--- src/sv/rgm_pkg.sv ---
// shared constants and types for the ramped gain unit
package rgm_pkg;

  localparam int GAIN_W    = 24;
  localparam int RAMP_W    = 21;
  localparam int CHAN_W    = 3;
  localparam int FRAC_BITS = 20;
  localparam int STEP_W    = GAIN_W + 1;

  localparam logic [GAIN_W-1:0] UNITY_GAIN  = GAIN_W'(1048576);
  localparam logic [RAMP_W-1:0] RAMP_RESET  = RAMP_W'(480);
  localparam logic [CHAN_W-1:0] CHAN_RESET  = CHAN_W'(2);

  localparam int CFG_IDX_W  = 2;
  localparam int CFG_DATA_W = GAIN_W;
  localparam logic [CFG_IDX_W-1:0] REG_TARGET = 2'd0;
  localparam logic [CFG_IDX_W-1:0] REG_RAMP   = 2'd1;
  localparam logic [CFG_IDX_W-1:0] REG_CHAN   = 2'd2;

  localparam int DIV_STEP   = 4;
  localparam int DIV_CYCLES = GAIN_W / DIV_STEP;
  localparam int DIV_CNT_W  = $clog2(DIV_CYCLES + 1);

  typedef struct packed {
    logic mul_en;
    logic sat_en;
  } lane_ctrl_t;

endpackage

--- src/sv/rgm_lane.sv ---
// one lane: gain multiply, round to nearest, saturate
module rgm_lane import rgm_pkg::*; #(
  parameter int SAMPLE_BITS = 24
) (
  input  logic                          clk,
  input  logic signed [SAMPLE_BITS-1:0] sample,
  input  logic        [GAIN_W-1:0]      gain,
  input  logic                          active,
  input  lane_ctrl_t                    ctrl,
  output logic signed [SAMPLE_BITS-1:0] result
);

  localparam int PW = SAMPLE_BITS + GAIN_W + 1;
  localparam int QW = PW - FRAC_BITS;
  localparam logic signed [QW-1:0] MAXV =
    {{(QW-SAMPLE_BITS+1){1'b0}}, {(SAMPLE_BITS-1){1'b1}}};
  localparam logic signed [QW-1:0] MINV = ~MAXV;

  logic signed [PW-1:0]          prod;
  logic signed [PW-1:0]          rounded;
  logic signed [QW-1:0]          quot;
  logic signed [SAMPLE_BITS-1:0] sat;

  assign rounded = prod + PW'(1 << (FRAC_BITS - 1));
  assign quot    = rounded[PW-1:FRAC_BITS];

  always_comb begin
    if (quot > MAXV) begin
      sat = MAXV[SAMPLE_BITS-1:0];
    end else if (quot < MINV) begin
      sat = MINV[SAMPLE_BITS-1:0];
    end else begin
      sat = quot[SAMPLE_BITS-1:0];
    end
  end

  always_ff @(posedge clk) begin
    if (ctrl.mul_en) begin
      prod <= PW'(sample) * PW'($signed({1'b0, gain}));
    end
    if (ctrl.sat_en) begin
      result <= active ? sat : '0;
    end
  end

endmodule

--- config.mk ---
export PLATFORM = sky130hd
export DESIGN_NAME = rgm_lane
export DESIGN_NICKNAME = d
export VERILOG_FILES = /design/src/sv/rgm_pkg.sv /design/src/sv/rgm_lane.sv
export SDC_FILE = /design/constraint.sdc
export NUM_CORES = 1
export LEC_CHECK = 0
export ABC_CLOCK_PERIOD_IN_PS = 8700
export BUFFER_PORTS_ARGS = -buffer_cell sky130_fd_sc_hd__clkbuf_2
export CAP_MARGIN = 20
export CORE_MARGIN = 2
export CORE_UTILIZATION = 60
export CTS_CLUSTER_DIAMETER = 200
export DETAILED_ROUTE_END_ITERATION = 7
export PLACE_DENSITY_LB_ADDON = 0.05
export RECOVER_POWER = 100
export SKIP_LAST_GASP = 1
export SYNTH_ARGS = -nofsm -noshare
export SYNTH_HDL_FRONTEND = slang
export SYNTH_SLANG_ARGS = --single-unit
export TNS_END_PERCENT = 100
--- constraint.sdc ---
create_clock -name clk -period 8.7 [get_ports clk]
set_input_delay 1.305 -clock clk [delete_from_list [all_inputs] [get_ports clk]]
set_output_delay 1.305 -clock clk [all_outputs]
set_load 0.01 [all_outputs]
# After elaboration in Yosys (flattened, before gate mapping)
# Index checks and enable logic that the tools add are counted.
totals:
  ff_bits: 73
  in_bits: 52
  out_inout_bits: 24
op_classes:
  mux: 2
  n_reduce_logical: 1
  n_bitwise: 1
  addsub: 1
  multipliers: 1
  n_lt_le_gt_ge: 2
ops:
  columns: ["op", "n"]
  rows:
  - ["adder 49 x 21 -> 49 bit (second input constant)", 1]
  - ["multiplier 24 x 25 -> 49 bit", 1]
  - ["> comparator 29 x 24 -> 1 bit (second input constant)", 1]
  - ["less-than comparator 29 x 24 -> 1 bit (second input constant)", 1]
  - ["2-to-1 mux 24 bit", 1]
  - ["2-to-1 mux 23 bit", 1]
  - ["OR reduction 2 bit", 1]
  - ["inverter 1 bit", 1]

# Logic depth before layout (Yosys ltp)
logic_depth:
  depth_word: 4
  mapped_depth: 25

# Least setup slack after synthesis
# No wires, ideal clock.
synth_path:
  path_kind: "input -> register"
  from: "in gain[10]"
  to: "reg prod[36], data pin"
  path_stages: 23
  arrival_ps: 7261
  path_slack_ps: 1264
  path_cell_list: "clkbuf_1 > nand2_1 > fa_1 > fa_1 > inv_1 > fa_1 > inv_1 > fa_1 > inv_1 > fa_1 > fa_1 > inv_1 > fa_1 > inv_1 > ha_1 > a21oi_1 > o21ai_1 > a2111oi_0 > a31oi_1 > a221oi_2 > o31a_2 > o21ai_2 > a311oi_1"
synth_between:
  elab_chain_cells: 1
synth_lines:
  columns: ["item", "line_no", "rtl"]
  rows:
  - ["from (decl)", "rgm_lane.sv:7", "input logic [GAIN_W-1:0] gain,"]
  - ["multiplier 24 x 25 -> 49 bit", "rgm_lane.sv:39", "prod <= PW'(sample) * PW'($signed({1'b0, gain}));"]
  - ["to (signal assigned)", "rgm_lane.sv:39", null]
  - ["to (decl)", "rgm_lane.sv:19", "logic signed [PW-1:0] prod;"]
# No other way between the ends.
# A chain may end at the register's enable or synchronous reset.

# Final worst setup path
layout_path:
  from: "in sample[9]"
  to: "reg prod[36], data pin"
layout_between:
  elab_chain_cells: 1
layout_lines:
  columns: ["item", "line_no", "rtl"]
  rows:
  - ["from (decl)", "rgm_lane.sv:6", "input logic signed [SAMPLE_BITS-1:0] sample,"]
  - ["multiplier 24 x 25 -> 49 bit", "rgm_lane.sv:39", null]
# No other way between the ends.

==> results by group <==
GRT
  • Total gr overflow: 0
  • Global Route Usage Sum: 0.321
  • Global-route wire length before repair: 90.6 mm
  • Vias in the first global route: about 17,000
  • Largest net degree at the start of global routing: 31
  • Initial antenna violation count: 2

CTS
  • Clk_lat worst skew: 0.28 ns
  • Root Driver: clkbuf_16
  • Maximum buffer depth of the clock tree: 2
  • Setup repair bufs after CTS: 0
  • # resized after CTS: 0
  • Worst-path clk slew: approximately 0.06 ns
  • Clock sink total: 54
  • Hold-fix buffers, CTS: 0
  • CTS tree: done
  • CTS Buf Count: 5
  • H-tree depth: 2

Placement
  • Dpl hpwl: 45.7 mm
  • Place WS: 0.159 ns
  • Port buffer count: 75
  • RePlAce Congestion: just under 0.9

Logic synthesis
  • Syn Nets: around 3,000
  • Number of synthesized flops with an enable pin: 54
  • Number of distinct library cells after synthesis: between 50 and 60
  • Ys async rst share: 0
  • Post-Syn Instances: around 2,300
  • Sequential share of the synthesized area: 0.0756
  • Syn Area/Cell: a little over 9 sq um
  • Ys flop type: edfxtp_1
  • Syn Std Cell Area: ~21,000 sq um
  • Synth warnings: 0
  • Number of synthesized register bits: 54

Worst setup path
  • Sum of buffers and inverters on the critical path: 6
  • Path type of the worst setup path: input port to register
  • Critical Path Fanout Max: 24
  • CP top delay family: adder cells
  • Endpoint class of the critical path: register
  • Slowest-stage cell, CP: fa_1
  • Startpoint Class: input port
  • Critical path arrival: approximately 8.4 ns
  • Crit-path max cell delay: about 0.56 ns
  • Worst endpoint required time: a little under 9 ns
  • Most used cell, CP: fa_1
  • CP Cell Sequence: clkbuf_2 > nand2_1 > fa_1 > fa_1 > inv_1 > fa_1 > inv_1 > fa_1 > inv_1 > fa_1 > fa_1 > inv_1 > fa_1 > inv_1 > ha_1 > a21oi_1 > o21ai_0 > a2111oi_0 > a31oi_1 > a221oi_1 > o31a_2 > o21ai_2 > a311oi_1

STA
  • Period utilization: 0.954
  • RSZ-0062 raised after global routing: no
  • Final min period: a little over 8 ns
  • Clk_skew: approximately 0.0043 ns
  • Max Freq: ~120 MHz
  • Final Max Slew Viols: 24
  • Final WS setup: 0.399 ns
  • Slew @ Worst Pin: 1.75 ns
  • Max-slew headroom: -0.176
  • Final hold viol count: 0
  • TNS Setup: 0 ns
  • Endpoints failing setup: 0

Routing
  • DR vias: about 16,000
  • 1st-pass router iterations: 6
  • WL final: 56.7 mm
  • Highest metal used: met5
  • Met2 Wirelength: about 27 mm
  • Per-cell routed wire length: ~20 microns
  • # DRC: 0
  • Final ANT Viol Nets: 0
  • Iter 0 DRT Violations: 855
  • Routed vias/inst: about 5.6
  • M1 wire length: approximately 23 mm
  • Met3 WL: 3.99 mm

Finish
  • Area growth syn-to-layout: 3.96%
  • Final Net Count: ~3,100
  • Multi-input gate area: approximately 17,000 sq um
  • Fillers: approximately 3,100
  • Layout cells sized above 1: 0.0394
  • Seq. cell area: roughly 1600 sq um

Flow run
  • Max_cap viols: 2

Status
  • Failing checks: max-capacitance violations, max-slew violations
  • Status: finished, violations left

Die
  • Die W: between 150 and 200 microns
  • IO Pins: 76
  • Die Y: roughly 190 microns
  • Full die area: about 37,000 sq um
  • Initial Util: 0.606
  • Core area: between 30,000 and 40,000 sq um
  • Num rows: 69

Hold path
  • Hold Path Class: register to register
-- Yosys cell counts (6+ instances only) --
| library cell | number | share of area |
|---|---|---|
| inv_1 | 540 | 0.095 |
| fa_1 | 481 | 0.45 |
| nand2_1 | 326 | 0.057 |
| and2_1 | 278 | 0.081 |
| ha_1 | 199 | 0.12 |
| clkbuf_1 | 98 | 0.017 |
| edfxtp_1 | 54 | 0.076 |
| a21oi_1 | 48 | 0.011 |
| o21ai_0 | 45 | 0.011 |
| xnor2_1 | 29 | 0.012 |
| nor2_1 | 25 | 0.0044 |
| xor2_1 | 25 | 0.010 |
| nand3_1 | 24 | 0.0056 |
| nor2b_1 | 18 | 0.0053 |
| a21o_1 | 14 | 0.0049 |
| and3_1 | 13 | 0.0038 |
| nand2b_1 | 12 | 0.0035 |
| nand4_1 | 11 | 0.0032 |
| nor3_1 | 10 | 0.0023 |
| a31oi_1 | 9 | 0.0026 |
| o21bai_1 | 9 | 0.0032 |
| and4_1 | 6 | 0.0025 |
-- cell families after synthesis --
group,count (synthesis),share of synthesized area
buffers and inverters,646,0.113
AND/OR/NAND/NOR,731,0.172
multiplexers,2,0.000934
flip-flops,54,0.0756
AO/OA/AOI/OAI,167,0.0509
adder cells (fa/ha/maj),680,0.565
XOR/XNOR,54,0.0221
-- cell usage in the layout, fill, tap and decap left out, types with 6 or more instances in the layout --
master    synthesis  routed
a21oi_1          48      48
o21bai_1          9       9
clkbuf_1         98      26
nor2b_1          18      18
nand3_1          24      24
a31oi_1           9       9
edfxtp_1         54      54
and3_1           13      13
buf_4             0      26
nand2b_1         12      12
o21ai_0          45      47
nand4_1          11      11
ha_1            199     199
xnor2_1          29      29
nor3_1           10      10
inv_1           540     540
and4_1            6       6
nor2_1           25      25
clkbuf_2          4      49
fa_1            481     481
xor2_1           25      25
nand2_1         326     326
a21o_1           14      14
and2_1          278     276
-- worst paths after layout --
check                                        start                       end  slack (ns)  depth (start not counted)
worst max-delay path                     sample[9]        prod[36]$_DFFE_PP_        0.40                         23
worst min-delay path            prod[27]$_DFFE_PP_   result[7]$_SDFFCE_PN0P_        0.66                          2
worst max register to register  prod[21]$_DFFE_PP_  result[17]$_SDFFCE_PN0P_        4.92                          8
worst min register to register  prod[27]$_DFFE_PP_   result[7]$_SDFFCE_PN0P_        0.66                          2
-- worst min-delay path: cells and delay by family, from the launching register on --
| family | cells | cell delay (ns) |
|---|---|---|
| flops | 1 | 0.36 |
| xor+xnor | 1 | 0.07 |
| compound gates | 1 | 0.13 |
-- layer usage --
layer  vias up  global-route usage
li1       6950                   -
met1      8025               0.425
met2       551               0.537
met3        90              0.0536
met4         2               0.117
met5         -                   0
-- through the flow --
stage	instance area [sq um]	hold slack, ns	util	std cells
final	22300	0.665	0.630	2798
after global placement	22200	0.681	0.627	2789
after floorplan	21400	0.613	-	2334
after CTS	22300	0.697	0.631	2796
after global routing	22300	0.748	0.630	2798
after detailed placement	22200	0.682	0.627	2789
-- cell type report --
cell class,instances,area share
multi-input combinational,1634,0.779
inverter,540,0.0909
sequential,54,0.0727
tap,461,0.0259
timing repair buffer,101,0.0241
clock buffer,5,0.00561
clock inverter,2,0.00152
antenna,1,0.000112
-- state kept, by name, summed over array words and instances, names as in the netlist --
register  count
prod         30
result       24
Power is left out: the tool's default activity adds up to more than one toggle a clock period on the data nets, which glitch-free logic cannot reach.
