[src/sv/rgm_pkg.sv]
// shared constants and types for the ramped gain unit
package rgm_pkg;

  localparam int GAIN_W    = 24;
  localparam int RAMP_W    = 21;
  localparam int CHAN_W    = 3;
  localparam int FRAC_BITS = 20;
  localparam int STEP_W    = GAIN_W + 1;

  localparam logic [GAIN_W-1:0] UNITY_GAIN  = GAIN_W'(1048576);
  localparam logic [RAMP_W-1:0] RAMP_RESET  = RAMP_W'(480);
  localparam logic [CHAN_W-1:0] CHAN_RESET  = CHAN_W'(2);

  localparam int CFG_IDX_W  = 2;
  localparam int CFG_DATA_W = GAIN_W;
  localparam logic [CFG_IDX_W-1:0] REG_TARGET = 2'd0;
  localparam logic [CFG_IDX_W-1:0] REG_RAMP   = 2'd1;
  localparam logic [CFG_IDX_W-1:0] REG_CHAN   = 2'd2;

  localparam int DIV_STEP   = 4;
  localparam int DIV_CYCLES = GAIN_W / DIV_STEP;
  localparam int DIV_CNT_W  = $clog2(DIV_CYCLES + 1);

  typedef struct packed {
    logic mul_en;
    logic sat_en;
  } lane_ctrl_t;

endpackage

[src/sv/rgm_div.sv]
// radix-16 restoring divider for the ramp increment
module rgm_div import rgm_pkg::*; (
  input  logic              clk,
  input  logic              rst,
  input  logic              start,
  input  logic [GAIN_W-1:0] dividend,
  input  logic [RAMP_W-1:0] divisor,
  output logic              done,
  output logic [GAIN_W-1:0] quotient
);

  logic [GAIN_W-1:0]    quo;
  logic [RAMP_W-1:0]    rem;
  logic [RAMP_W-1:0]    dvs;
  logic [DIV_CNT_W-1:0] cnt;
  logic                 busy;
  logic [GAIN_W-1:0]    quo_next;
  logic [RAMP_W-1:0]    rem_next;

  always_comb begin
    logic [RAMP_W:0] sh;
    quo_next = quo;
    rem_next = rem;
    for (int k = 0; k < DIV_STEP; k++) begin
      sh       = {rem_next, quo_next[GAIN_W-1]};
      quo_next = {quo_next[GAIN_W-2:0], 1'b0};
      if (sh >= {1'b0, dvs}) begin
        sh          = sh - {1'b0, dvs};
        quo_next[0] = 1'b1;
      end
      rem_next = sh[RAMP_W-1:0];
    end
  end

  always_ff @(posedge clk) begin
    if (start) begin
      quo <= dividend;
      rem <= '0;
      dvs <= divisor;
    end else if (busy) begin
      quo <= quo_next;
      rem <= rem_next;
    end
  end

  always_ff @(posedge clk) begin
    if (rst) begin
      busy <= 1'b0;
      done <= 1'b0;
      cnt  <= '0;
    end else begin
      done <= 1'b0;
      if (start) begin
        busy <= 1'b1;
        cnt  <= DIV_CNT_W'(DIV_CYCLES);
      end else if (busy) begin
        cnt <= cnt - DIV_CNT_W'(1);
        if (cnt == DIV_CNT_W'(1)) begin
          busy <= 1'b0;
          done <= 1'b1;
        end
      end
    end
  end

  assign quotient = quo;

endmodule

[config.mk]
export PLATFORM = sky130hd
export DESIGN_NAME = rgm_div
export DESIGN_NICKNAME = d
export VERILOG_FILES = /design/src/sv/rgm_pkg.sv /design/src/sv/rgm_div.sv
export SDC_FILE = /design/constraint.sdc
export NUM_CORES = 1
export LEC_CHECK = 0
export BUFFER_PORTS_ARGS = -buffer_cell sky130_fd_sc_hd__buf_2
export CAP_MARGIN = 0
export CORE_MARGIN = 3
export CORE_UTILIZATION = 50
export CTS_CLUSTER_SIZE = 10
export DETAILED_ROUTE_END_ITERATION = 16
export GPL_TIMING_DRIVEN = 0
export PLACE_DENSITY = 0.72
export REMOVE_ABC_BUFFERS = 1
export SLEW_MARGIN = 20
export SYNTH_ARGS = -nofsm -noshare
export SYNTH_HDL_FRONTEND = slang
export SYNTH_SLANG_ARGS = --single-unit
[constraint.sdc]
create_clock -name clk -period 10.5 [get_ports clk]
set_clock_uncertainty 0.05 [all_clocks]
set_input_delay 1.05 -clock clk [delete_from_list [all_inputs] [get_ports clk]]
set_output_delay 1.05 -clock clk [all_outputs]
set_load 0.02 [all_outputs]
Word level (Yosys, flattened, before mapping)
Cells that the tools add are included.

Register bits: 71. Latch bits: 0. Memory bits (writable): 0. Bits in read-only memories: 0. Output and inout bits: 25. Memories kept: 0.

Add/sub/neg operators: 5. Multipliers: 0. Divide/modulo/power cells: 0. Order comparisons: 4. Eq/ne operators: 1. Shift-type cells: 0. Mux-type cells: 16. Bitwise operators: 1. Reduce and logical (&&, ||, !) cells: 3.

Operators with widths (count): 22-bit by 21-bit >= comparator with 1-bit output (4); 21-bit 2-to-1 mux (4); 21-bit subtractor (4); 24-bit 2-to-1 mux (2); 1-bit 2-to-1 mux (8); 3-bit 2-to-1 mux (2); 3-bit by 1-bit == test with 1-bit output (second input constant) (1); 3-bit OR reduction (1); 3-bit by 1-bit subtractor with 3-bit output (second input constant) (1); 2-bit nonzero test (1); 2-bit OR reduction (1); 1-bit NOT (1).

Longest topological paths before layout
Depth after elaboration: 10. Gate-level depth with buffers: 50. Depth with buffers taken out: 42.

Worst setup path after synthesis
No wires, ideal clock.

Path type: flip-flop to flip-flop. Start point: register quo[23], in the netlist quotient[23]. End point: register rem[14]. Arrival: 10.145 ns. Slack: 0.214 ns. Cell stages (with the launch flop): 48. Period minus slack after synthesis: 10.286 ns. Path through: edfxtp_1 inv_1 ha_1 inv_1 fa_1 a211oi_2 o21ai_2 o21ai_1 o2111a_1 o21ai_2 clkbuf_1 mux2_2 ha_1 nor2b_1 o21a_1 o31ai_1 a31o_2 a21oi_1 (+12 left out) a211oi_2 o21ai_2 buf_4 mux2i_1 fa_1 a21o_1 a21oi_1 o21bai_1 a2111oi_0 nor3_1 o311ai_0 a21boi_0 o22ai_1 o31a_1 buf_4 buf_6 nand3_1 a311oi_1.

Longest elaborated chain between the ends: 8. Elaborated cells on any way between the ends: 12. Classes of those cells: 4 x add/sub; 4 x order compare; 4 x mux.

RTL lines: from (decl) (line rgm_div.sv:12) `logic [GAIN_W-1:0] quo;`; from (signal assigned) (line rgm_div.sv:37) `quo <= dividend;`; from (signal assigned) (line rgm_div.sv:41) `quo <= quo_next;`; 21-bit subtractor / 22-bit by 21-bit >= comparator with 1-bit output (equally long branches) (line rgm_div.sv:28, rgm_div.sv:27); 21-bit 2-to-1 mux * (line rgm_div.sv:27) `if (sh >= {1'b0, dvs}) begin`; 21-bit subtractor / 22-bit by 21-bit >= comparator with 1-bit output (equally long branches) (line rgm_div.sv:28, rgm_div.sv:27); 21-bit 2-to-1 mux * (line rgm_div.sv:27); 21-bit subtractor / 22-bit by 21-bit >= comparator with 1-bit output (equally long branches) (line rgm_div.sv:28, rgm_div.sv:27); 21-bit 2-to-1 mux * (line rgm_div.sv:27); 21-bit subtractor / 22-bit by 21-bit >= comparator with 1-bit output (equally long branches) (line rgm_div.sv:28, rgm_div.sv:27); 21-bit 2-to-1 mux * (line rgm_div.sv:27); to (signal assigned) (line rgm_div.sv:42) `rem <= rem_next;`; to (decl) (line rgm_div.sv:13) `logic [RAMP_W-1:0] rem;`.

Every way passes the cells marked *; elsewhere a longest branch is shown, timed or not. A chain may end at the register's enable or synchronous reset.

Worst setup path in the final report
Start point: register quo[23], in the netlist quotient[23]. End point: register quo[0], in the netlist quotient[0] (data pin).

Longest elaborated chain between the ends: 10. Elaborated cells on any way between the ends: 13. Classes of those cells: 3 x add/sub; 4 x order compare; 6 x mux.

RTL lines: 21-bit subtractor / 22-bit by 21-bit >= comparator with 1-bit output (equally long branches) (line rgm_div.sv:28, rgm_div.sv:27); 21-bit 2-to-1 mux * (line rgm_div.sv:27); 21-bit subtractor / 22-bit by 21-bit >= comparator with 1-bit output (equally long branches) (line rgm_div.sv:28, rgm_div.sv:27); 21-bit 2-to-1 mux * (line rgm_div.sv:27); 21-bit subtractor / 22-bit by 21-bit >= comparator with 1-bit output (equally long branches) (line rgm_div.sv:28, rgm_div.sv:27); 21-bit 2-to-1 mux * (line rgm_div.sv:27); 22-bit by 21-bit >= comparator with 1-bit output * (line rgm_div.sv:27); 1-bit 2-to-1 mux * (line rgm_div.sv:27); 24-bit 2-to-1 mux * (line rgm_div.sv:40) `end else if (busy) begin`; 24-bit 2-to-1 mux * (line rgm_div.sv:36) `if (start) begin`.

Every way passes the cells marked *; elsewhere a longest branch is shown, timed or not. The select of a mux whose other input is x is not followed.

==> key figures <==
Status
  • Status: completed

Detailed routing
  • 1st-iter DRT viols: 524
  • Pre-antenna DRT Iters: 5
  • Total wire length: 21400 µm
  • Routed Antenna Nets: 0
  • Via density: 6.14
  • DRC Markers: 0
  • Wire per inst: 18.7 µm
  • DR vias: 7047

Clocking
  • Sink Count: 71
  • Clk pin slew, worst setup/hold paths: 0.06 ns
  • Clock Latency Late Sink: between 0.3 and 0.4 ns
  • CTS tree: done
  • CTS root buffer: clkbuf_16
  • Clock buffer count from CTS: 9
  • CTS Buffer Depth: 2
  • H-tree depth: 3

Die
  • IO Pins: 73
  • DIE AREA: about 17000 µm²
  • Core area: between 10000 and 15000 µm²
  • Initial Util: 0.522
  • Die Y: between 100 and 150 µm
  • Die width: 130 µm
  • # rows: 44

Logic synthesis
  • Synthesized instance count: ~880
  • Synth Area per Inst: 8.78 µm²
  • Register area share after synthesis: 0.242
  • Syn. warnings: 0
  • Synth unique cells: 78
  • Register bit total from synthesis: between 70 and 80
  • Post-synth ARST share: 0
  • Post-synth top flop: edfxtp_1
  • Syn Std Cell Area: 7740 µm²
  • Post-synth EDFFs: 45

Final layout
  • Final instance area: 8850 µm²
  • Layout cell share with drive strength beyond 1: 0.230
  • Area growth, synth to finish: 14.3%
  • Layout net count: roughly 1.1k
  • Post-Layout Cell Count: 1148
  • Util after Layout: 0.597
  • Most frequent cells in the layout: 85 x ha_1, 71 x buf_2, 68 x nor2_1
  • Commonest non-fill, non-tap cell in the layout: ha_1
  • Ant. Diodes: 0

STA
  • Period minus WS final: 10.01 ns
  • Final hold vios: 0
  • Least-Margin Pin Slew: 0.908 ns
  • Final Cycle Share: 0.954
  • # setup viols final: 0
  • Final max-slew violation count: 0
  • Fmax: 99.9 MHz
  • Slew Limit Headroom: 0.394

Setup path
  • Crit path max fanout: 11
  • Crit. End Element: flip-flop
  • Critical Path AT: 10.04 ns
  • Critical path class: reg -> reg
  • Startpoint Class: flip-flop
  • Biggest cell delay along the critical path: between 0.4 and 0.5 ns
  • Worst EP required: 10.52 ns
  • CP max-delay cell: fa_1

Place
  • I/O Buffers: 72
  • Detailed Place HPWL: 15900 µm
  • Routability congestion estimate: 0.904
  • Cells after DPL: 1109
  • Area of placed instances: around 8000 µm²

Global route
  • First-pass GRT wire length: 33800 µm
  • Largest net degree at the start of global routing: slightly above 60
  • Overall Global Routing Usage: 0.254
  • GRT overflow: 0
  • Vias in the first global route: 6723
  • Initial antenna violation count: 0

Hold path
  • Hold Crit Class: reg -> reg

Job
  • MaxCap Viol Count: 0
## critical path: cells and delay by family (launching register included)
kind                     cells  cell delay, ns
AO/OA/AOI/OAI               29            5.80
adder cells (fa/ha/maj)      5            1.76
buffers and inverters        6            0.88
multiplexers                 2            0.51
flip-flops                   1            0.42
AND/OR/NAND/NOR              2            0.31
## per-stage QoR
stage / hold slack (ns) / setup slack (ns) / setup TNS (ns)
2_1_floorplan: 0.417 / -0.0887 / -0.353
3_3_place_gp: 0.471 / -2.61 / -54.33
3_5_place_dp: 0.476 / -2.17 / -44.44
4_1_cts: 0.483 / 0.0148 / 0
5_1_grt: 0.496 / -0.0483 / -0.259
6_report: 0.487 / 0.486 / 0
## routing by layer
metal	part of all wire	global-route usage	vias up
li1	-	-	3479
met1	0.45	0.359	3305
met2	0.45	0.400	220
met3	0.069	0.0309	43
met4	0.029	0.0962	0
met5	0	0	-
## area by class of cell
type                            instances  area (µm²)
Clock buffer                           10         239
Clock inverter                          6        70.1
Inverter                               55         206
Sequential cell                        71        1870
Multi-Input combinational cell        731        5710
Tap cell                              184         230
Fill cell                            1296        5960
Timing Repair Buffer                   91         518
## repair_timing
action	4_1_cts	5_1_grt
gates resized for setup	21	15
gates cloned	2	2
buffers inserted	15	4
setup endpoints to repair	22	22
pin swaps	4	9
hold buffers	0	0
## state kept, by name (all words and copies together), names as in the netlist
signal	cells
cnt	3
busy	1
rem	21
quotient	24
dvs	21
done	1
## worst paths after layout
check / cells past startpoint / start / slack (ns) / to
setup / recovery: 44 / quotient[23]$_DFFE_PP_ / 0.49 / quotient[0]$_DFFE_PP_
hold / removal: 2 / rem[6]$_SDFFE_PP0P_ / 0.49 / rem[6]$_SDFFE_PP0P_
setup reg to reg: 44 / quotient[23]$_DFFE_PP_ / 0.49 / quotient[0]$_DFFE_PP_
hold reg to reg: 2 / rem[6]$_SDFFE_PP0P_ / 0.49 / rem[6]$_SDFFE_PP0P_
## cells in the mapped netlist, types with 16 or more instances
master | instances | area [µm²]
nand4_1 | 17 | 106
mux2_2 | 58 | 653
edfxtp_1 | 45 | 1350
nor2_1 | 68 | 255
a21oi_1 | 68 | 340
ha_1 | 86 | 1080
xnor2_1 | 43 | 377
dfxtp_1 | 26 | 521
a21o_1 | 27 | 203
o21a_1 | 16 | 120
inv_1 | 55 | 206
xor2_1 | 20 | 175
nand2_1 | 54 | 203
o21ai_0 | 49 | 245
nand3_1 | 16 | 80.1
## cells by family (layout without fill, tap and decap cells)
family,Yosys count,count (layout),synth area share
DFF,71,71,0.242
and+or+nand+nor,240,240,0.154
xor gates and xnor gates,63,63,0.0713
AOI/OAI and AO/OA,271,275,0.246
muxes,63,63,0.0909
buffers and inverters,83,162,0.0458
adders and majority gates,90,90,0.149
Power is not shown: default switching activity piles up to over one toggle a cycle in this logic, so the estimate is an artifact.
